**src/hdl/assert_macros.svh**
```systemverilog
`ifndef ASSERT_MACROS_SVH
`define ASSERT_MACROS_SVH

`ifndef NO_ASSERTIONS
// Same-cycle implication, disabled during reset.
`define ASSERT_SAME(lbl, clk, rst_n, ante, cons) \
	lbl: assert property (@(posedge clk) disable iff (!rst_n) (ante) |-> (cons)) \
		else $error("assertion failed");
// Next-cycle implication, disabled during reset.
`define ASSERT_NEXT(lbl, clk, rst_n, ante, cons) \
	lbl: assert property (@(posedge clk) disable iff (!rst_n) (ante) |=> (cons)) \
		else $error("assertion failed");
`else
`define ASSERT_SAME(lbl, clk, rst_n, ante, cons)
`define ASSERT_NEXT(lbl, clk, rst_n, ante, cons)
`endif

`endif

```
**src/hdl/tpc_pkg.sv**
```systemverilog
package tpc_pkg;

	localparam int NATTR    = 6;
	localparam int ATTR_W   = 32;
	localparam int NORM_W   = 16;
	localparam int DIFF_W   = 33;
	localparam int MUL_A_W  = 34;
	localparam int MUL_B_W  = 17;
	localparam int PROD_W   = 51;
	localparam int DIST_W   = 51;
	localparam int REM_W    = 52;
	localparam int T_W      = 31;
	localparam int LACC_W   = 64;
	localparam int CFG_IDX_W = 3;

	// configuration register indexes
	localparam logic [CFG_IDX_W-1:0] CFG_PX = 3'd0;
	localparam logic [CFG_IDX_W-1:0] CFG_PY = 3'd1;
	localparam logic [CFG_IDX_W-1:0] CFG_PZ = 3'd2;
	localparam logic [CFG_IDX_W-1:0] CFG_NX = 3'd3;
	localparam logic [CFG_IDX_W-1:0] CFG_NY = 3'd4;
	localparam logic [CFG_IDX_W-1:0] CFG_NZ = 3'd5;

	localparam logic signed [NORM_W-1:0] NORM_Y_RESET = 16'sd16384;

	typedef logic signed [ATTR_W-1:0] attr_t;

	typedef struct packed {
		attr_t in_x;
		attr_t in_y;
		attr_t in_z;
		attr_t in_u;
		attr_t in_v;
		attr_t in_light;
	} in_vtx_t;

	typedef struct packed {
		attr_t out_x;
		attr_t out_y;
		attr_t out_z;
		attr_t out_u;
		attr_t out_v;
		attr_t out_light;
		logic  last_vertex;
	} out_vtx_t;

	typedef enum logic [3:0] {
		OP_NONE,
		OP_VIN,
		OP_DSUB,
		OP_DMUL,
		OP_DACC,
		OP_DIVINIT,
		OP_DIVSTEP,
		OP_LSUB,
		OP_LMULLO,
		OP_LACCLO,
		OP_LACCHI,
		OP_LWRITE,
		OP_OUTV,
		OP_OUTX
	} dp_op_t;

	typedef struct packed {
		dp_op_t     op;
		logic [1:0] vtx;
		logic [2:0] attr;
		logic [1:0] vin;
		logic [1:0] vout;
		logic       last;
	} dp_cmd_t;

	typedef struct packed {
		logic [2:0] ins;
		logic       out_free;
	} dp_sts_t;

endpackage

```
**src/hdl/tpc_stream_if.sv**
```systemverilog
interface tpc_stream_if #(
	parameter type payload_t = logic
);
	logic     valid;
	logic     ready;
	payload_t data;

	modport source (output valid, output data, input ready);
	modport sink (input valid, input data, output ready);
endinterface

```
**src/hdl/triangle_plane_clipper.sv**
```systemverilog
// Channel   Dir  Payload                                   Handshake
// in_ch     in   in_x, in_y, in_z, in_u, in_v, in_light    valid/ready
// out_ch    out  out_x .. out_light, last_vertex           valid/ready
// cfg       in   cfg_index (3b), cfg_data (32b)            cfg_we, no stall
//
// Vertices one and two are only stored; the third also starts the plane
// distances (3 vertices x 3 axes x 3 phases through one multiplier). A kept
// vertex is then planned and emitted; an edge crossing takes setup, a 31-step
// restoring divide, interpolation per attribute, emit; no vertex inside: no output.
// Reset clears the slot, controller and output valid and reloads the plane.
// Input waits while busy; a held output transaction stalls the next emit.
module triangle_plane_clipper (
	input  logic                          clk,
	input  logic                          arst_n,
	tpc_stream_if.sink                    in_ch,
	tpc_stream_if.source                  out_ch,
	input  logic                          cfg_we,
	input  logic [tpc_pkg::CFG_IDX_W-1:0] cfg_index,
	input  logic [tpc_pkg::ATTR_W-1:0]    cfg_data
);

	tpc_pkg::dp_cmd_t cmd;
	tpc_pkg::dp_sts_t sts;

	// sequence each triangle: store, measure, then emit kept vertices and crossings
	tpc_ctrl u_ctrl (
		.clk      (clk),
		.arst_n   (arst_n),
		.in_valid (in_ch.valid),
		.in_ready (in_ch.ready),
		.sts      (sts),
		.cmd      (cmd)
	);

	// vertex store, distance MAC, divider, interpolator and output register
	tpc_datapath u_dp (
		.clk       (clk),
		.arst_n    (arst_n),
		.in_data   (in_ch.data),
		.cfg_we    (cfg_we),
		.cfg_index (cfg_index),
		.cfg_data  (cfg_data),
		.cmd       (cmd),
		.sts       (sts),
		.out_valid (out_ch.valid),
		.out_ready (out_ch.ready),
		.out_data  (out_ch.data)
	);

endmodule

```
**src/hdl/tpc_ctrl.sv**
```systemverilog
`include "assert_macros.svh"

module tpc_ctrl (
	input  logic              clk,
	input  logic              arst_n,
	input  logic              in_valid,
	output logic              in_ready,
	input  tpc_pkg::dp_sts_t  sts,
	output tpc_pkg::dp_cmd_t  cmd
);

	typedef enum logic [5:0] {
		ST_IDLE = 6'b000001,
		ST_DIST = 6'b000010,
		ST_PLAN = 6'b000100,
		ST_DIV  = 6'b001000,
		ST_LERP = 6'b010000,
		ST_EMIT = 6'b100000
	} state_t;

	typedef enum logic [1:0] {
		PK_NONE,
		PK_VERT,
		PK_CROSS
	} plan_kind_t;

	state_t     state_q, state_d;
	logic [1:0] slot_q, slot_d;
	logic [1:0] step_q, step_d;
	logic [1:0] cnt_a_q, cnt_a_d;
	logic [2:0] cnt_b_q, cnt_b_d;
	logic [2:0] ph_q, ph_d;
	logic [4:0] it_q, it_d;

	plan_kind_t kind;
	logic [1:0] p_vin, p_vout;
	logic       p_last;
	logic [1:0] n_in;
	logic [1:0] o2i, a2i, b2i, a1i, o11, o12;
	logic       emit_go;

	// emission plan for the current step of the triangle
	always_comb begin
		n_in = 2'(sts.ins[0]) + 2'(sts.ins[1]) + 2'(sts.ins[2]);
		o2i = !sts.ins[0] ? 2'd0 : (!sts.ins[1] ? 2'd1 : 2'd2);
		a2i = (o2i == 2'd0) ? 2'd1 : 2'd0;
		b2i = (o2i == 2'd2) ? 2'd1 : 2'd2;
		a1i = sts.ins[0] ? 2'd0 : (sts.ins[1] ? 2'd1 : 2'd2);
		o11 = (a1i == 2'd0) ? 2'd1 : 2'd0;
		o12 = (a1i == 2'd2) ? 2'd1 : 2'd2;
		kind = PK_NONE;
		p_vin = 2'd0;
		p_vout = 2'd0;
		p_last = 1'b0;
		case (n_in)
			2'd3: begin
				kind = (step_q == 2'd3) ? PK_NONE : PK_VERT;
				p_vin = step_q;
				p_last = (step_q == 2'd2);
			end
			2'd2: begin
				case (step_q)
					2'd0: begin kind = PK_VERT; p_vin = a2i; end
					2'd1: begin kind = PK_VERT; p_vin = b2i; end
					2'd2: begin kind = PK_CROSS; p_vin = a2i; p_vout = o2i; end
					default: begin
						kind = PK_CROSS; p_vin = b2i; p_vout = o2i; p_last = 1'b1;
					end
				endcase
			end
			2'd1: begin
				case (step_q)
					2'd0: begin kind = PK_VERT; p_vin = a1i; end
					2'd1: begin kind = PK_CROSS; p_vin = a1i; p_vout = o11; end
					2'd2: begin
						kind = PK_CROSS; p_vin = a1i; p_vout = o12; p_last = 1'b1;
					end
					default: kind = PK_NONE;
				endcase
			end
			default: kind = PK_NONE;
		endcase
	end

	assign in_ready = (state_q == ST_IDLE);
	assign emit_go = (state_q == ST_EMIT) && sts.out_free;

	always_comb begin
		cmd.op = tpc_pkg::OP_NONE;
		cmd.vtx = p_vin;
		cmd.attr = cnt_b_q;
		cmd.vin = p_vin;
		cmd.vout = p_vout;
		cmd.last = p_last;
		state_d = state_q;
		slot_d = slot_q;
		step_d = step_q;
		cnt_a_d = cnt_a_q;
		cnt_b_d = cnt_b_q;
		ph_d = ph_q;
		it_d = it_q;
		case (state_q)
			ST_IDLE: begin
				cmd.vtx = slot_q;
				if (in_valid) begin
					cmd.op = tpc_pkg::OP_VIN;
					if (slot_q == 2'd2) begin
						slot_d = 2'd0;
						cnt_a_d = 2'd0;
						cnt_b_d = 3'd0;
						ph_d = 3'd0;
						state_d = ST_DIST;
					end else begin
						slot_d = slot_q + 2'd1;
					end
				end
			end
			ST_DIST: begin
				cmd.vtx = cnt_a_q;
				case (ph_q)
					3'd0: cmd.op = tpc_pkg::OP_DSUB;
					3'd1: cmd.op = tpc_pkg::OP_DMUL;
					default: cmd.op = tpc_pkg::OP_DACC;
				endcase
				if (ph_q == 3'd2) begin
					ph_d = 3'd0;
					if (cnt_b_q == 3'd2) begin
						cnt_b_d = 3'd0;
						if (cnt_a_q == 2'd2) begin
							step_d = 2'd0;
							state_d = ST_PLAN;
						end else begin
							cnt_a_d = cnt_a_q + 2'd1;
						end
					end else begin
						cnt_b_d = cnt_b_q + 3'd1;
					end
				end else begin
					ph_d = ph_q + 3'd1;
				end
			end
			ST_PLAN: begin
				case (kind)
					PK_VERT: state_d = ST_EMIT;
					PK_CROSS: begin
						cmd.op = tpc_pkg::OP_DIVINIT;
						it_d = 5'd0;
						state_d = ST_DIV;
					end
					default: state_d = ST_IDLE;
				endcase
			end
			ST_DIV: begin
				cmd.op = tpc_pkg::OP_DIVSTEP;
				if (it_q == 5'(tpc_pkg::T_W - 1)) begin
					cnt_b_d = 3'd0;
					ph_d = 3'd0;
					state_d = ST_LERP;
				end else begin
					it_d = it_q + 5'd1;
				end
			end
			ST_LERP: begin
				case (ph_q)
					3'd0: cmd.op = tpc_pkg::OP_LSUB;
					3'd1: cmd.op = tpc_pkg::OP_LMULLO;
					3'd2: cmd.op = tpc_pkg::OP_LACCLO;
					3'd3: cmd.op = tpc_pkg::OP_LACCHI;
					default: cmd.op = tpc_pkg::OP_LWRITE;
				endcase
				if (ph_q == 3'd4) begin
					ph_d = 3'd0;
					if (cnt_b_q == 3'(tpc_pkg::NATTR - 1)) begin
						state_d = ST_EMIT;
					end else begin
						cnt_b_d = cnt_b_q + 3'd1;
					end
				end else begin
					ph_d = ph_q + 3'd1;
				end
			end
			ST_EMIT: begin
				if (emit_go) begin
					cmd.op = (kind == PK_VERT) ? tpc_pkg::OP_OUTV : tpc_pkg::OP_OUTX;
					if (p_last) begin
						state_d = ST_IDLE;
					end else begin
						step_d = step_q + 2'd1;
						state_d = ST_PLAN;
					end
				end
			end
			default: state_d = ST_IDLE;
		endcase
	end

	always_ff @(posedge clk or negedge arst_n) begin
		if (!arst_n) begin
			state_q <= ST_IDLE;
			slot_q <= 2'd0;
			step_q <= 2'd0;
			cnt_a_q <= 2'd0;
			cnt_b_q <= 3'd0;
			ph_q <= 3'd0;
			it_q <= 5'd0;
		end else begin
			state_q <= state_d;
			slot_q <= slot_d;
			step_q <= step_d;
			cnt_a_q <= cnt_a_d;
			cnt_b_q <= cnt_b_d;
			ph_q <= ph_d;
			it_q <= it_d;
		end
	end

	`ASSERT_SAME(a_emit_free, clk, arst_n, (cmd.op == tpc_pkg::OP_OUTV || cmd.op == tpc_pkg::OP_OUTX), sts.out_free)
	`ASSERT_SAME(a_slot_range, clk, arst_n, 1'b1, slot_q != 2'd3)
	`ASSERT_NEXT(a_last_idle, clk, arst_n, (emit_go && p_last), state_q == ST_IDLE)
	`ASSERT_SAME(a_cross_dir, clk, arst_n, (state_q == ST_DIV), (sts.ins[cmd.vin] && !sts.ins[cmd.vout]))

endmodule

```
**src/hdl/tpc_datapath.sv**
```systemverilog
module tpc_datapath (
	input  logic                                 clk,
	input  logic                                 arst_n,
	input  tpc_pkg::in_vtx_t                     in_data,
	input  logic                                 cfg_we,
	input  logic [tpc_pkg::CFG_IDX_W-1:0]        cfg_index,
	input  logic [tpc_pkg::ATTR_W-1:0]           cfg_data,
	input  tpc_pkg::dp_cmd_t                     cmd,
	output tpc_pkg::dp_sts_t                     sts,
	output logic                                 out_valid,
	input  logic                                 out_ready,
	output tpc_pkg::out_vtx_t                    out_data
);

	tpc_pkg::attr_t                   pp_q [3];
	logic signed [tpc_pkg::NORM_W-1:0] nrm_q [3];

	tpc_pkg::attr_t                   vtx_q [3][tpc_pkg::NATTR];
	tpc_pkg::attr_t                   cross_q [tpc_pkg::NATTR];
	logic signed [tpc_pkg::DIST_W-1:0] dist_q [3];
	logic signed [tpc_pkg::DIST_W-1:0] acc_q;
	logic signed [tpc_pkg::DIFF_W-1:0] diff_q;
	logic signed [tpc_pkg::PROD_W-1:0] prod_q;
	logic [tpc_pkg::REM_W-1:0]         rem_q;
	logic [tpc_pkg::DIST_W-1:0]        den_q;
	logic [tpc_pkg::T_W-1:0]           t_q;
	logic [tpc_pkg::DIFF_W-1:0]        mag_q;
	logic                              neg_q;
	logic [tpc_pkg::LACC_W-1:0]        lacc_q;
	tpc_pkg::out_vtx_t                 out_q;
	logic                              out_valid_q;

	tpc_pkg::attr_t                    in_arr [tpc_pkg::NATTR];
	tpc_pkg::attr_t                    la, lb;
	logic signed [tpc_pkg::MUL_A_W-1:0] ma;
	logic signed [tpc_pkg::MUL_B_W-1:0] mb;
	logic signed [tpc_pkg::PROD_W-1:0]  prod_d;
	logic signed [tpc_pkg::DIST_W-1:0]  acc_d;
	logic signed [tpc_pkg::DIFF_W-1:0]  delta;
	logic [tpc_pkg::REM_W-1:0]          rem_sh;
	logic [tpc_pkg::DIFF_W-1:0]         q_l;
	logic signed [34:0]                 r_l;
	tpc_pkg::attr_t                     r_sat;
	logic [1:0]                         ax;

	assign in_arr[0] = in_data.in_x;
	assign in_arr[1] = in_data.in_y;
	assign in_arr[2] = in_data.in_z;
	assign in_arr[3] = in_data.in_u;
	assign in_arr[4] = in_data.in_v;
	assign in_arr[5] = in_data.in_light;

	assign ax = cmd.attr[1:0];
	assign la = vtx_q[cmd.vin][cmd.attr];
	assign lb = vtx_q[cmd.vout][cmd.attr];

	// shared multiplier: plane distance terms and interpolation partial products
	always_comb begin
		ma = {diff_q[tpc_pkg::DIFF_W-1], diff_q};
		mb = {nrm_q[ax][tpc_pkg::NORM_W-1], nrm_q[ax]};
		case (cmd.op)
			tpc_pkg::OP_LMULLO: begin
				ma = {1'b0, mag_q};
				mb = {1'b0, t_q[15:0]};
			end
			tpc_pkg::OP_LACCLO: begin
				ma = {1'b0, mag_q};
				mb = {2'b00, t_q[tpc_pkg::T_W-1:16]};
			end
			default: ;
		endcase
		prod_d = ma * mb;
	end

	always_comb begin
		acc_d = ((ax == 2'd0) ? '0 : acc_q) + prod_q;
		delta = {lb[tpc_pkg::ATTR_W-1], lb} - {la[tpc_pkg::ATTR_W-1], la};
		rem_sh = {rem_q[tpc_pkg::REM_W-2:0], 1'b0};
		q_l = lacc_q[tpc_pkg::LACC_W-1:tpc_pkg::T_W];
		r_l = neg_q ? (35'(la) - 35'({1'b0, q_l})) : (35'(la) + 35'({1'b0, q_l}));
		if (r_l > 35'sd2147483647) begin
			r_sat = 32'sh7fffffff;
		end else if (r_l < -35'sd2147483648) begin
			r_sat = 32'sh80000000;
		end else begin
			r_sat = r_l[31:0];
		end
	end

	always_ff @(posedge clk) begin
		case (cmd.op)
			tpc_pkg::OP_VIN: begin
				for (int j = 0; j < tpc_pkg::NATTR; j++) begin
					vtx_q[cmd.vtx][j] <= in_arr[j];
				end
			end
			tpc_pkg::OP_DSUB: begin
				diff_q <= {vtx_q[cmd.vtx][ax][tpc_pkg::ATTR_W-1], vtx_q[cmd.vtx][ax]}
					- {pp_q[ax][tpc_pkg::ATTR_W-1], pp_q[ax]};
			end
			tpc_pkg::OP_DMUL: prod_q <= prod_d;
			tpc_pkg::OP_DACC: begin
				acc_q <= acc_d;
				if (ax == 2'd2) begin
					dist_q[cmd.vtx] <= acc_d;
				end
			end
			tpc_pkg::OP_DIVINIT: begin
				rem_q <= tpc_pkg::REM_W'(unsigned'(dist_q[cmd.vin]));
				den_q <= unsigned'(dist_q[cmd.vin] - dist_q[cmd.vout]);
				t_q <= '0;
			end
			tpc_pkg::OP_DIVSTEP: begin
				if (rem_sh >= {1'b0, den_q}) begin
					rem_q <= rem_sh - {1'b0, den_q};
					t_q <= {t_q[tpc_pkg::T_W-2:0], 1'b1};
				end else begin
					rem_q <= rem_sh;
					t_q <= {t_q[tpc_pkg::T_W-2:0], 1'b0};
				end
			end
			tpc_pkg::OP_LSUB: begin
				neg_q <= delta[tpc_pkg::DIFF_W-1];
				mag_q <= delta[tpc_pkg::DIFF_W-1] ? unsigned'(-delta) : unsigned'(delta);
			end
			tpc_pkg::OP_LMULLO: prod_q <= prod_d;
			tpc_pkg::OP_LACCLO: begin
				lacc_q <= {16'b0, prod_q[47:0]};
				prod_q <= prod_d;
			end
			tpc_pkg::OP_LACCHI: lacc_q <= lacc_q + {prod_q[47:0], 16'b0};
			tpc_pkg::OP_LWRITE: cross_q[cmd.attr] <= r_sat;
			tpc_pkg::OP_OUTV: begin
				out_q <= {vtx_q[cmd.vtx][0], vtx_q[cmd.vtx][1], vtx_q[cmd.vtx][2],
					vtx_q[cmd.vtx][3], vtx_q[cmd.vtx][4], vtx_q[cmd.vtx][5], cmd.last};
			end
			tpc_pkg::OP_OUTX: begin
				out_q <= {cross_q[0], cross_q[1], cross_q[2], cross_q[3], cross_q[4],
					cross_q[5], cmd.last};
			end
			default: ;
		endcase
	end

	always_ff @(posedge clk or negedge arst_n) begin
		if (!arst_n) begin
			out_valid_q <= 1'b0;
			pp_q[0] <= '0;
			pp_q[1] <= '0;
			pp_q[2] <= '0;
			nrm_q[0] <= '0;
			nrm_q[1] <= tpc_pkg::NORM_Y_RESET;
			nrm_q[2] <= '0;
		end else begin
			if (cmd.op == tpc_pkg::OP_OUTV || cmd.op == tpc_pkg::OP_OUTX) begin
				out_valid_q <= 1'b1;
			end else if (out_ready) begin
				out_valid_q <= 1'b0;
			end
			if (cfg_we) begin
				case (cfg_index)
					tpc_pkg::CFG_PX: pp_q[0] <= cfg_data;
					tpc_pkg::CFG_PY: pp_q[1] <= cfg_data;
					tpc_pkg::CFG_PZ: pp_q[2] <= cfg_data;
					tpc_pkg::CFG_NX: nrm_q[0] <= cfg_data[tpc_pkg::NORM_W-1:0];
					tpc_pkg::CFG_NY: nrm_q[1] <= cfg_data[tpc_pkg::NORM_W-1:0];
					tpc_pkg::CFG_NZ: nrm_q[2] <= cfg_data[tpc_pkg::NORM_W-1:0];
					default: ;
				endcase
			end
		end
	end

	assign sts.ins[0] = !dist_q[0][tpc_pkg::DIST_W-1];
	assign sts.ins[1] = !dist_q[1][tpc_pkg::DIST_W-1];
	assign sts.ins[2] = !dist_q[2][tpc_pkg::DIST_W-1];
	assign sts.out_free = !out_valid_q;
	assign out_valid = out_valid_q;
	assign out_data = out_q;

endmodule
```
**src/flat_wrapper.sv**
```systemverilog
// flat-port wrapper written by rule: the top's interface ports become plain ports
module triangle_plane_clipper_flat 
  (clk, arst_n, cfg_we, cfg_index, cfg_data, in_ch_valid, in_ch_data, in_ch_ready, out_ch_valid, out_ch_data, out_ch_ready);
  tpc_stream_if in_ch_i ();
  tpc_stream_if out_ch_i ();
  input  logic clk;
  input  logic arst_n;
  input  logic cfg_we;
  input  logic [tpc_pkg::CFG_IDX_W-1:0] cfg_index;
  input  logic [tpc_pkg::ATTR_W-1:0] cfg_data;
  input wire logic [$bits(in_ch_i.valid)-1:0] in_ch_valid;
  input wire logic [$bits(in_ch_i.data)-1:0] in_ch_data;
  output wire logic [$bits(in_ch_i.ready)-1:0] in_ch_ready;
  output wire logic [$bits(out_ch_i.valid)-1:0] out_ch_valid;
  output wire logic [$bits(out_ch_i.data)-1:0] out_ch_data;
  input wire logic [$bits(out_ch_i.ready)-1:0] out_ch_ready;
  assign in_ch_i.valid = in_ch_valid;
  assign in_ch_i.data = in_ch_data;
  assign in_ch_ready = in_ch_i.ready;
  assign out_ch_valid = out_ch_i.valid;
  assign out_ch_data = out_ch_i.data;
  assign out_ch_i.ready = out_ch_ready;
  triangle_plane_clipper u_core (.clk(clk), .arst_n(arst_n), .in_ch(in_ch_i), .out_ch(out_ch_i), .cfg_we(cfg_we), .cfg_index(cfg_index), .cfg_data(cfg_data));
endmodule
```
**config.mk**
```make
export PLATFORM = sky130hd
export DESIGN_NAME = triangle_plane_clipper_flat
export DESIGN_NICKNAME = d
export VERILOG_FILES = /design/src/hdl/tpc_pkg.sv /design/src/hdl/tpc_stream_if.sv /design/src/hdl/triangle_plane_clipper.sv /design/src/hdl/tpc_ctrl.sv /design/src/hdl/tpc_datapath.sv /design/src/flat_wrapper.sv
export VERILOG_INCLUDE_DIRS = /design/src /design/src/hdl
export SDC_FILE = /design/constraint.sdc
export NUM_CORES = 2
export LEC_CHECK = 0
export BUFFER_PORTS_ARGS = -buffer_cell sky130_fd_sc_hd__buf_2
export CAP_MARGIN = 20
export CORE_AREA = 2 2 269 337
export CTS_BUF_LIST = sky130_fd_sc_hd__clkbuf_4
export DETAILED_ROUTE_END_ITERATION = 12
export DIE_AREA = 0 0 271 339
export PLACE_DENSITY = 0.81
export SYNTH_ARGS = -nofsm -noshare
export SYNTH_HDL_FRONTEND = slang
export SYNTH_SLANG_ARGS = --single-unit
```
**constraint.sdc**
```tcl
create_clock -name clk -period 17.7 [get_ports clk]
set_input_delay 3.54 -clock clk [delete_from_list [all_inputs] [get_ports clk]]
set_output_delay 3.54 -clock clk [all_outputs]
set_load 0.03 [all_outputs]
```
==> results.ini <==
[clock_network]
htree_num_levels = 4
cts.path.max_buffers = 3
post_cts_resize_count = 0
cts.sink_count = 647
cts.repair_timing.setup_buffer_count = 0
clockRootBuffer = sky130_fd_sc_hd__clkbuf_4
tritoncts = done
clock_latency_ns = 1.06
cts_hold_buf = 0
tritoncts.num_buffers = 156
worst_path_clk_slew_ns = 0.07

[setup_path]
max_stage_delay_ns = 0.79
cp_slowest_cell = sky130_fd_sc_hd__or4_1
timing.critical_path.arrival_ns = 12.73
critical_path_class = flip-flop to flip-flop
timing.critical_path.fanout_max = 41
required_ns = 18.50
critical_path.startpoint_type = flip-flop
timing.critical_path.to_type = flip-flop
cp_endpoint = u_core.u_dp.prod_q[50]$_DFFE_PP_
worstReg2RegEnd = u_core.u_dp.prod_q[50]$_DFFE_PP_
critical_path.startpoint = u_core.u_dp.dist_q[1][50]$_DFFE_PP_
crit_path_frequent_cell = sky130_fd_sc_hd__fa_1
reg2reg_setup_slack_ns = 5.77
r2r.worst_path.cells = 34
critical_path.reg2reg.startpoint = u_core.u_dp.dist_q[1][50]$_DFFE_PP_

[floorplan]
die_w_um = 271
dieArea_um2 = 91900
rows = 122
initial_utilization_pct = 64.8
io-pin-count = 44
die_y_um = 339
floorplan.core_area_um2 = 88400

[layout]
fraction_of_layout_instances_using_a_drive_strength_above_1_pct = 11.5
final_common_cell = sky130_fd_sc_hd__inv_1
register_area_um2 = 18600
layout.filler_cells = 6629
fin_nets = 6550
flow.area_growth_from_synthesis_pct = 5.48
multi_input_comb_area_um2 = 35000
layout.cells.most_common_list = sky130_fd_sc_hd__inv_1, sky130_fd_sc_hd__nand2_1, sky130_fd_sc_hd__fa_1, sky130_fd_sc_hd__nor2_1, sky130_fd_sc_hd__edfxtp_1

[run]
count_of_maximum_capacitance_violations = 0

[run_status]
status = complete, no violations

[global_routing]
initial_antenna_violation_count = 1
grt_pass1_vias = 44059
grt_first_pass_wirelength_um = 227000
grtUsageTotal_pct = 31.0
pin_count_of_the_biggest_net_entering_global_routing = 88
global_route.overflow_total = 0

[synth]
synth_area_um2 = 57200
yosysWarnings = 0
synth_enable_flop_cells = 479
async_reset_ff_share_pct = 26.0
synth_cell_types = 104
postSynthCellCount = 5631
number_of_register_bits_inferred_by_synthesis = 647
synthesis.area_per_instance_um2 = 10.2
ys.flop_type = sky130_fd_sc_hd__edfxtp_1
syn-num-nets = 6527
synth_seq_area_share_pct = 32.5

[routing]
route.final.wire_length_um = 142000
detailedRoute.firstIterationViolations = 3534
remaining_drc_errors = 0
firstDrtPassIters = 9
vias_per_instance = 6.10
via_count = 42460
ant_nets = 0
wire_length_per_cell_um = 20.4

[hold_path]
min-delay-path-class = flip-flop to flip-flop
startpoint_of_the_tightest_hold_check_path = u_core.u_dp.nrm_q[41]$_DFFE_PN0P_

[timing]
timing_hold_violations_final = 0
setup_viol_count_final = 0
achievable-frequency_mhz = 83.9
finalCriticalPeriod_ns = 11.93
post-route-period-util_pct = 67.4
timing_max_transition_violations_final = 0
slew-limit-headroom_pct = 21.8
setup_repair_after_global_routing_missed_its_margin = no
slew_at_the_pin_with_the_worst_max_slew_slack_ns = 1.16
totalNegativeSetupSlack_ns = 0
worst_clock_skew_ns = 0.104

[placed_design]
place_congestion = 0.966
port_buffer_count = 43
post-dp-hpwl_um = 107000

## layer usage
| metal | share of wire (%) | up-vias | wire (um) | global-route usage (%) |
|---|---|---|---|---|
| met2 | 50 | 1711 | 70400 | 53.1 |
| met4 | 5.3 | 0 | 7540 | 16.2 |
| met1 | 38 | 20940 | 54200 | 37.4 |
| met5 | 0 | - | 0 | 0 |
| met3 | 6.8 | 428 | 9600 | 5.41 |
| li1 | - | 19381 | - | - |
## kinds of logic (layout without fill, tap and decap cells)
logic type,Yosys count,in the layout,synth area share [%]
DFF,647,647,32.5
other,0,1,0
buffers and inverters,945,1091,6.74
adders and majority gates,855,855,26.0
muxes,273,273,5.11
AOI/OAI and AO/OA,1065,1065,13.3
and+or+nand+nor,1645,1645,13.4
xor gates and xnor gates,201,201,3.08
## Yosys cell counts, drive strengths merged (48+ instances only)
library cell  count  area, um^2
mux2            152        1710
a221o            55         551
nor3             48         245
mux2i           121        1210
nor4             54         344
a21o            110         827
inv             705        2650
buf             110         724
nor2            515        1940
edfxtp          479       14400
nand2b           63         394
o22a             51         447
xnor2           123        1080
and2             66         413
a21oi           293        1760
nand3            65         325
nand2           604        2410
dfrtp           166        4150
nor2b            86         546
xor2             78         683
a22oi            53         398
clkbuf          129         484
o21ai           169         872
ha              300        3750
fa              555       11100
## layout make-up
cell class,instances,area share [%]
Timing Repair Buffer,104,1.16
Inverter,706,4.39
Clock buffer,215,2.67
Sequential cell,647,30.8
Antenna cell,1,0.00414
Multi-Input combinational cell,4039,57.9
Tap cell,1178,2.44
Clock inverter,66,0.615
## flip-flops by register name (all words and copies together) (netlist names), 5 cells and up
register and count:
u_core.u_ctrl.state_q 6, u_core.u_dp.nrm_q 48, u_core.u_dp.diff_q 33, u_core.u_dp.rem_q 51
u_core.u_dp.t_q 31, u_core.u_dp.dist_q 204, u_core.u_dp.den_q 51, u_core.u_dp.prod_q 51
u_core.u_dp.pp_q 96, u_core.u_ctrl.it_q 5, u_core.u_dp.acc_q 51
## per-stage QoR
step / instance area [um^2] / setup slack [ns] / util (%) / hold WS (ns) / cells
after global routing: 60400 / 5.18 / 68.3 / 0.516 / 6956
after global placement: 58400 / 5.70 / 66.0 / 0.483 / 6673
after detailed placement: 58400 / 5.49 / 66.0 / 0.490 / 6673
after floorplan: 57200 / 6.26 / - / 0.475 / 5631
final: 60400 / 5.77 / 68.3 / 0.501 / 6956
after CTS: 60300 / 5.74 / 68.3 / 0.504 / 6954
## worst min path at each step
stage | end | slack, ns | cells past startpoint
5_1_grt | u_core.u_dp.pp_q[17]$_DFFE_PN0P_ | 0.52 | 1
3_5_place_dp | u_core.u_dp.nrm_q[41]$_DFFE_PN0P_ | 0.49 | 1
3_3_place_gp | u_core.u_dp.nrm_q[35]$_DFFE_PN0P_ | 0.48 | 1
6_report | u_core.u_dp.nrm_q[41]$_DFFE_PN0P_ | 0.50 | 1
2_1_floorplan | u_core.u_dp.nrm_q[18]$_DFFE_PN0P_ | 0.47 | 1
4_1_cts | u_core.u_dp.nrm_q[41]$_DFFE_PN0P_ | 0.50 | 1
## critical path, delay by kind of cell, from the launching register on
family / cells / cell delay [ns]
multiplexers: 1 / 0.12
AND/OR/NAND/NOR: 10 / 2.86
adder cells (fa/ha/maj): 10 / 4.56
AO/OA/AOI/OAI: 7 / 2.09
buffers and inverters: 6 / 1.36
flip-flops: 1 / 0.54
Power is left out: the tool's default activity adds up to more than one toggle a clock period on the data nets, which glitch-free logic cannot reach.
